==> src/rtl/core/tce_pkg.sv <==
// shared constants, types and codes for the text console engine
package tce_pkg;

  localparam int COLS      = 80;
  localparam int ROWS      = 25;
  localparam int CELLS     = COLS * ROWS;
  localparam int LAST_ROW  = CELLS - COLS;

  localparam int POS_W     = 11;
  localparam int COL_W     = $clog2(COLS);
  localparam int CHAR_W    = 8;
  localparam int ATTR_W    = 8;
  localparam int COLOR_W   = 4;
  localparam int OP_W      = 2;
  localparam int CELL_W    = CHAR_W + ATTR_W;
  localparam int CFG_IDX_W = 1;

  localparam int QDEPTH    = 2;
  localparam int QPTR_W    = $clog2(QDEPTH);
  localparam int QCNT_W    = $clog2(QDEPTH + 1);

  localparam logic [POS_W-1:0]  COLS_P      = POS_W'(COLS);
  localparam logic [POS_W-1:0]  CELLS_P     = POS_W'(CELLS);
  localparam logic [POS_W-1:0]  CELLS_M1    = POS_W'(CELLS - 1);
  localparam logic [POS_W-1:0]  LAST_ROW_P  = POS_W'(LAST_ROW);
  localparam logic [COL_W-1:0]  COLS_M1     = COL_W'(COLS - 1);

  localparam logic [CHAR_W-1:0] NEWLINE_CODE = 8'h0a;
  localparam logic [CHAR_W-1:0] BLANK_CODE   = 8'h20;
  localparam logic [ATTR_W-1:0] RESET_ATTR   = 8'h07;

  localparam logic [COLOR_W-1:0] FG_COLOR_RST   = 4'd7;
  localparam logic [COLOR_W-1:0] BACK_COLOR_RST = 4'd0;

  typedef enum logic [OP_W-1:0] {
    OP_PUT   = 2'd0,
    OP_BKSP  = 2'd1,
    OP_CLEAR = 2'd2,
    OP_READ  = 2'd3
  } op_t;

  typedef enum logic [CFG_IDX_W-1:0] {
    REG_FG_COLOR         = 1'b0,
    REG_BACKGROUND_COLOR = 1'b1
  } cfg_reg_t;

  typedef enum logic [2:0] {
    CMD_PUT,
    CMD_NEWLINE,
    CMD_BKSP,
    CMD_CLEAR,
    CMD_READ,
    CMD_READ_NONE
  } cmd_kind_t;

  typedef struct packed {
    cmd_kind_t          kind;
    logic [CHAR_W-1:0]  code;
    logic [POS_W-1:0]   index;
  } cmd_t;

  typedef struct packed {
    logic init_busy;
    logic idle;
  } back_status_t;

  typedef enum logic [2:0] {
    ST_INIT,
    ST_IDLE,
    ST_READ,
    ST_MOVE,
    ST_FILL,
    ST_CLEAR
  } back_state_t;

endpackage

==> src/rtl/core/tce_front.sv <==
// front end: classifies incoming requests and queues them for the back end
module tce_front (
  input  logic                        clk,
  input  logic                        rst,
  input  logic                        hold,
  input  logic                        s_tvalid,
  output logic                        s_tready,
  input  logic [tce_pkg::OP_W-1:0]    s_op,
  input  logic [tce_pkg::CHAR_W-1:0]  s_char_code,
  input  logic [tce_pkg::POS_W-1:0]   s_cell_index,
  output logic                        cmd_valid,
  output tce_pkg::cmd_t               cmd,
  input  logic                        cmd_pop,
  output logic [tce_pkg::QCNT_W-1:0]  count
);
  import tce_pkg::*;

  cmd_t              entries [QDEPTH];
  logic [QPTR_W-1:0] wr_ptr;
  logic [QPTR_W-1:0] rd_ptr;
  cmd_t              cls;
  logic              push;

  always_comb begin
    cls.code  = s_char_code;
    cls.index = s_cell_index;
    unique case (op_t'(s_op))
      OP_PUT:   cls.kind = (s_char_code == NEWLINE_CODE) ? CMD_NEWLINE : CMD_PUT;
      OP_BKSP:  cls.kind = CMD_BKSP;
      OP_CLEAR: cls.kind = CMD_CLEAR;
      OP_READ:  cls.kind = (s_cell_index < CELLS_P) ? CMD_READ : CMD_READ_NONE;
      default:  cls.kind = CMD_READ_NONE;
    endcase
  end

  assign s_tready  = (count != QCNT_W'(QDEPTH)) && !hold;
  assign push      = s_tvalid && s_tready;
  assign cmd_valid = (count != '0);
  assign cmd       = entries[rd_ptr];

  always_ff @(posedge clk) begin
    if (push) begin
      entries[wr_ptr] <= cls;
    end
  end

  always_ff @(posedge clk) begin
    if (rst) begin
      wr_ptr <= '0;
      rd_ptr <= '0;
      count  <= '0;
    end else begin
      if (push) begin
        wr_ptr <= wr_ptr + QPTR_W'(1);
      end
      if (cmd_pop) begin
        rd_ptr <= rd_ptr + QPTR_W'(1);
      end
      unique case ({push, cmd_pop})
        2'b10:   count <= count + QCNT_W'(1);
        2'b01:   count <= count - QCNT_W'(1);
        default: count <= count;
      endcase
    end
  end

endmodule

==> config.mk <==
export PLATFORM = sky130hd
export DESIGN_NAME = tce_front
export DESIGN_NICKNAME = d
export VERILOG_FILES = /design/src/rtl/core/tce_pkg.sv /design/src/rtl/core/tce_front.sv
export SDC_FILE = /design/constraint.sdc
export NUM_CORES = 1
export LEC_CHECK = 0
export CAP_MARGIN = 20
export CORE_MARGIN = 3
export CORE_UTILIZATION = 30
export DETAILED_ROUTE_END_ITERATION = 7
export DONT_BUFFER_PORTS = 1
export PLACE_DENSITY_LB_ADDON = 0.1
export SLEW_MARGIN = 20
export SYNTH_ARGS = -nofsm -noshare
export SYNTH_HDL_FRONTEND = slang
export SYNTH_SLANG_ARGS = --single-unit
==> constraint.sdc <==
create_clock -name clk -period 2.35 [get_ports clk]
set_clock_uncertainty 0.05 [all_clocks]
set_input_delay 0.3525 -clock clk [delete_from_list [all_inputs] [get_ports clk]]
set_output_delay 0.3525 -clock clk [all_outputs]
set_load 0.02 [all_outputs]
==> impl_metrics.env, run 1 <==
export IMPL_first_iter_violations=52
export IMPL_synth_area_top_cells="edfxtp_1 70%, mux2_2 13%, dfxtp_1 5.3%, ha_1 2.0%, xnor2_1 0.93%"
export IMPL_crit_family="simple AND/OR/NAND/NOR gates"
export IMPL_drc_errors=0
export IMPL_syn_to_final_growth_pct=10.59
export IMPL_grt_use_met1_pct=9.609
export IMPL_syn_inst=104
export IMPL_grt_usage_pct=9.761
export IMPL_status="completed"
export IMPL_multi_input_area_um2=444.2
export IMPL_cp_cell_sequence="nor2b_1 > or3_1 > ha_1 > or3_1 > a21oi_1"
export IMPL_drive_gt1_share_pct=32.46
export IMPL_dp_cells=181
export IMPL_fin_crit_sh_pct=82.37
export IMPL_postCtsResizedCells=0
export IMPL_reg2regPathDepth=5
export IMPL_worst_pin_slew_ps=368.6
export IMPL_cp_data_arrival_time_ps=2110
export IMPL_cts_buffers=5
export IMPL_nFillCells=593
export IMPL_crit_slowest_cell="dfxtp_1"
export IMPL_post_cts_repair_setup_buffers=0
export IMPL_rsz0062_at_grt="false"
export IMPL_cts_hold_buf=0
export IMPL_grt_max_degree=23
export IMPL_synth_top_area_share_pct=69.89
export IMPL_boundaryPins=52
export IMPL_reg2reg_to="count[1]"
export IMPL_synth_largest_area_cell="edfxtp_1"
export IMPL_startpoint_type="flip-flop"
export IMPL_grt_use_met3_pct=5.825
export IMPL_min_from="rst"
export IMPL_portBuffers=0
export IMPL_finalHoldViolCount=0
export IMPL_core_um2=6026
export IMPL_regArea_um2=1421
export IMPL_drv_slew=0
export IMPL_place_ws_ps=410.1
export IMPL_place_congestion=0.6456
export IMPL_gr_max_usage_layer="met2"
export IMPL_vias=915
export IMPL_grt_use_met2_pct=16.67
export IMPL_final_core_util_pct=34.70
export IMPL_ys_warnings_count=0
export IMPL_worstHoldPathType="in -> reg"
export IMPL_ctsHtreeMaxLevel=2
export IMPL_start_util_pct=31.37
export IMPL_synth_seq_area_share_pct=75.18
export IMPL_clkLatencyLatePin_ps=290
export IMPL_antenna_cells=0
export IMPL_fmax_mhz=516.6
export IMPL_clk_path_buf_depth=2
export IMPL_grt_pass1_wl_um=5237
export IMPL_route_antenna_remaining_nets=0
export IMPL_peakVddDrop_v=0.0003178
export IMPL_hold_depth=1
export IMPL_cts_clk_slew_worst_paths_ps=80
export IMPL_criticalPathCategory="reg -> reg"
export IMPL_ys_types=24
export IMPL_final_nets=142
export IMPL_setup_viol=0
export IMPL_maxCapViolCount=0
export IMPL_syn_area_um2=1891
export IMPL_wl_um=3416
export IMPL_cpMostUsedCell="or3_1"
export IMPL_avgSynthCellArea_um2=18.18
export IMPL_drt_wirelength_per_cell_um=18.07
export IMPL_min_to="rd_ptr"
export IMPL_row_count=28
export IMPL_grt_antenna_before_repair=0
export IMPL_overflow=0
export IMPL_maxSlewHeadroom_pct=75.39
export IMPL_r2r_start="count[0]"
export IMPL_crit_fanout=5
export IMPL_fin_ws_ps=414.3
export IMPL_finalCriticalPeriod_ps=1936
export IMPL_dr_pass1_iters=4
export IMPL_reg2reg_slack_ps=410
export IMPL_via_per_inst=4.841
export IMPL_final_cells=189
export IMPL_die_h_um=85.39
export IMPL_required_ps=2530
export IMPL_fp_dieArea_um2=7291
export IMPL_dp_final_hpwl_um=2268
export IMPL_cts_tree="done"
export IMPL_critPathBufInv=0
export IMPL_power_density_nw_per_um2=812.7
export IMPL_cpPeakStageDelay_ps=550
export IMPL_syn_nets=133
export IMPL_die_width_um=85.39
export IMPL_cp_end_kind="flip-flop"
export IMPL_grt_pass1_vias=974
export IMPL_synth_seq_cells=49
export IMPL_cts_root_buffer_cell="clkbuf_8"
export IMPL_p_leak_nw=0.6897
export IMPL_cts_sinks=49
export IMPL_finalSetupTns_ps=0
## metal layers
| layer | vias to the layer above | wire length [µm] |
|---|---|---|
| met1 | 465 | 1180 |
| met2 | 31 | 1832 |
| met4 | 0 | 37 |
| met5 | - | 0 |
| met3 | 4 | 366 |
| li1 | 415 | - |
## worst max path at each step
stage / start / to / cells past startpoint
floorplan: count[0] / entries[1][0] / 3
global placement: count[0] / count[1] / 5
detailed placement: count[0] / count[1] / 5
CTS: count[0] / count[1] / 5
global route: count[0] / count[1] / 6
finish: count[0] / count[1] / 5
## metrics by stage
| stage | instance area (µm²) | hold slack [ps] | total power [mW] |
|---|---|---|---|
| 3_5_place_dp | 2004 | 378.1 | 1.251 |
| 2_1_floorplan | 1891 | 371.6 | 1.209 |
| 5_1_grt | 2091 | 45.31 | 1.781 |
| 6_report | 2091 | 66.71 | 1.699 |
| 4_1_cts | 2091 | 54.09 | 1.725 |
| 3_3_place_gp | 2004 | 372.7 | 1.245 |
## synth_stat cells
master	count
xnor2_1	2
o221ai_1	1
and4_1	1
o21ai_0	2
nor2b_1	1
or3_1	2
ha_1	3
nor3b_1	1
nand3_1	1
inv_2	1
edfxtp_1	44
nor2_1	4
dfxtp_1	5
mux2_2	22
or4_4	1
a21oi_1	2
nand4b_1	1
o31ai_1	1
or2_2	1
inv_1	3
buf_2	2
and3_1	1
xor2_1	1
nor4b_1	1
## state kept, by name, summed over array words and instances (netlist names), named ones only
| register | cells |
|---|---|
| wr_ptr | 1 |
| entries | 44 |
| rd_ptr | 1 |
| count | 2 |
## kinds of logic (layout without fill, tap and decap cells)
family	after synthesis	count (layout)	synth area share, %
buf+inv	6	16	1.323
flops	49	49	75.18
fa+ha+maj	3	3	1.986
compound gates	6	6	1.920
simple gates	15	15	5.096
mux	22	22	13.10
xor+xnor	3	3	1.390
## cells in the final DEF, fill, tap and decap left out
cell        count
nand4b_1        1
o21ai_0         2
inv_2           1
dfxtp_1         5
and3_1          1
nor4b_1         1
or3_1           2
clkinv_2        2
clkinvlp_4      1
ha_1            3
and4_1          1
a21oi_1         2
or4_4           1
clkbuf_8        5
xnor2_1         2
nor2b_1         1
xor2_1          1
or2_2           1
inv_1           3
edfxtp_1       44
mux2_2         22
nor3b_1         1
o221ai_1        1
o31ai_1         1
nor2_1          4
buf_4           4
nand3_1         1
## layout make-up
| type | instances | share of cell area, % |
|---|---|---|
| Sequential cell | 49 | 67.98 |
| Multi-Input combinational cell | 49 | 21.24 |
| Tap cell | 75 | 4.488 |
| Clock buffer | 5 | 3.291 |
| Timing Repair Buffer | 4 | 1.436 |
| Clock inverter | 3 | 0.8378 |
| Inverter | 4 | 0.7181 |
## power by group
part / leakage [nW] / total, mW / switching, mW / internal [mW]
clock: 0.0439 / 0.474 / 0.269 / 0.206
sequential: 0.445 / 1.02 / 0.0242 / 0.998
combinational: 0.200 / 0.202 / 0.130 / 0.0728
total: 0.690 / 1.70 / 0.422 / 1.28
Note: power is estimated with default switching activity, not from simulation.
==> run 2: changes to the inputs <==
- clock period: 2.35 -> 2 ns (I/O delays scaled with it)
==> run 2 against run 1 <==
Against the previous run:
- final area grew 4.5%
- clock power grew 68%
- sequential power grew 17%
- non-clock buffer count grew 4
- flip-flop and latch count is the same
- sequential share of layout area shrank 2.9 points
- critical path depth is the same
- cell count grew 2.1%
- power grew 33%
- global-route usage grew 0.19 points
- highest routed layer unchanged
- via count grew 0.11%
==> impl_metrics.env, run 2 (synthesis results as in run 1) <==
export IMPL_grt_usage_pct=9.949
export IMPL_vias=916
export IMPL_place_congestion=0.7085
export IMPL_path_depth=5
export IMPL_grt_pass1_vias=1020
export IMPL_largest_reg_flops=44
export IMPL_dr_pass1_iters=4
export IMPL_final_cell_mix="44 x edfxtp_1, 22 x mux2_2, 6 x buf_4, 5 x dfxtp_1, 5 x clkbuf_8"
export IMPL_largestRegisters="entries x44, count x2"
export IMPL_required_ps=2170
export IMPL_die_width_um=85.39
export IMPL_power_density_nw_per_um2=1032
export IMPL_boundaryPins=52
export IMPL_place_ws_ps=288.1
export IMPL_cpPeakStageDelay_ps=350
export IMPL_rsz0062_at_grt="false"
export IMPL_maxCapViolCount=0
export IMPL_drc_errors=0
export IMPL_crit_slowest_cell="or3_1"
export IMPL_crit_fanout=4
export IMPL_via_per_inst=4.746
export IMPL_clk_path_buf_depth=2
export IMPL_startpoint_type="flip-flop"
export IMPL_largest_register="entries"
export IMPL_cp_data_arrival_time_ps=1900
export IMPL_finalHoldViolCount=0
export IMPL_antenna_cells=0
export IMPL_drive_gt1_share_pct=34.75
export IMPL_worstHoldPathType="in -> reg"
export IMPL_grt_pass1_wl_um=5285
export IMPL_cts_clk_slew_worst_paths_ps=80
export IMPL_grt_antenna_before_repair=0
export IMPL_finalCriticalPeriod_ps=1727
export IMPL_critPathBufInv=0
export IMPL_overflow=0
export IMPL_regArea_um2=1421
export IMPL_portBuffers=0
export IMPL_drt_wirelength_per_cell_um=17.74
export IMPL_peakVddDrop_v=0.0003467
export IMPL_p_int_mw=1.769
export IMPL_syn_to_final_growth_pct=15.55
export IMPL_dpl_cell_area_um2=2041
export IMPL_final_nets=146
export IMPL_worst_pin_slew_ps=323.1
export IMPL_status="completed"
export IMPL_comb_power_share_pct=12.1
export IMPL_cpMostUsedCell="or3_1"
export IMPL_nFillCells=598
export IMPL_p_switching_mw=0.4864
export IMPL_setup_viol=0
export IMPL_cts_tree="done"
export IMPL_cts_sinks=49
export IMPL_start_util_pct=31.37
export IMPL_p_seq_share_pct=52.6
export IMPL_first_iter_violations=54
export IMPL_criticalPathCategory="reg -> reg"
export IMPL_cp_cell_sequence="nor2b_1 > or3_1 > ha_1 > or3_1 > a21oi_1"
export IMPL_final_common_cell="edfxtp_1"
export IMPL_row_count=28
export IMPL_cp_end_kind="flip-flop"
export IMPL_die_h_um=85.39
export IMPL_multi_input_area_um2=445.4
export IMPL_final_core_util_pct=36.25
export IMPL_final_cells=193
export IMPL_cts_hold_buf=0
export IMPL_fin_crit_sh_pct=86.35
export IMPL_dp_cells=184
export IMPL_cts_buffers=5
export IMPL_cts_root_buffer_cell="clkbuf_8"
export IMPL_design_area_um2=2185
export IMPL_fmax_mhz=579.0
export IMPL_hold_depth=1
export IMPL_reg2regPathDepth=5
export IMPL_post_cts_repair_setup_buffers=0
export IMPL_clkPwrFrac_pct=35.3
export IMPL_crit_family="simple AND/OR/NAND/NOR gates"
export IMPL_dp_final_hpwl_um=2380
export IMPL_core_um2=6026
export IMPL_p_leak_nw=0.7360
export IMPL_maxSlewHeadroom_pct=78.16
export IMPL_clkLatencyLatePin_ps=290
export IMPL_postCtsResizedCells=0
export IMPL_route_antenna_remaining_nets=0
export IMPL_grt_max_degree=23
export IMPL_swShare_pct=21.57
export IMPL_wl_um=3423
export IMPL_fp_dieArea_um2=7291
export IMPL_drv_slew=0
export IMPL_ctsHtreeMaxLevel=2
export IMPL_finalSetupTns_ps=0
export IMPL_fin_ws_ps=272.9
## run 2: final timing paths
check                           slack (ps)      from  endpoint
worst max-delay path                   270  count[1]  count[1]
worst min-delay path                    20       rst  count[1]
worst max register to register         270  count[1]  count[1]
worst min register to register         460    wr_ptr    wr_ptr
## run 2: area by class of cell
class / count / area share (%)
Timing Repair Buffer: 8 / 3.436
Clock buffer: 5 / 3.150
Inverter: 4 / 0.6873
Sequential cell: 49 / 65.06
Tap cell: 75 / 4.296
Clock inverter: 3 / 2.978
Multi-Input combinational cell: 49 / 20.39
## run 2: metrics by stage
step	hold WS, ps	total power, mW
floorplan	319.1	1.421
global placement	321.6	1.479
detailed placement	327.2	1.486
CTS	4.476	2.295
global route	4.450	2.353
finish	20.44	2.255
## run 2: power by group through the flow
stage,logic [mW],clock network [mW],registers (mW)
2_1_floorplan,0.200,0,1.22
3_3_place_gp,0.272,0,1.21
3_5_place_dp,0.276,0,1.21
4_1_cts,0.278,0.830,1.19
5_1_grt,0.295,0.866,1.19
6_report,0.272,0.797,1.19
## run 2: worst reg2reg max path, cell delays in order (launching register included)
cell and delay, ps:
dfxtp_1 310, nor2b_1 160, or3_1 320, ha_1 320
or3_1 350, a21oi_1 150
## run 2: metal layers
metal	part of all wire [%]	GRT usage (%)	routed length, µm
met5	0	0	0
met4	1.6	3.885	55
met2	55	18.01	1879
met3	11	5.922	366
met1	33	8.939	1121
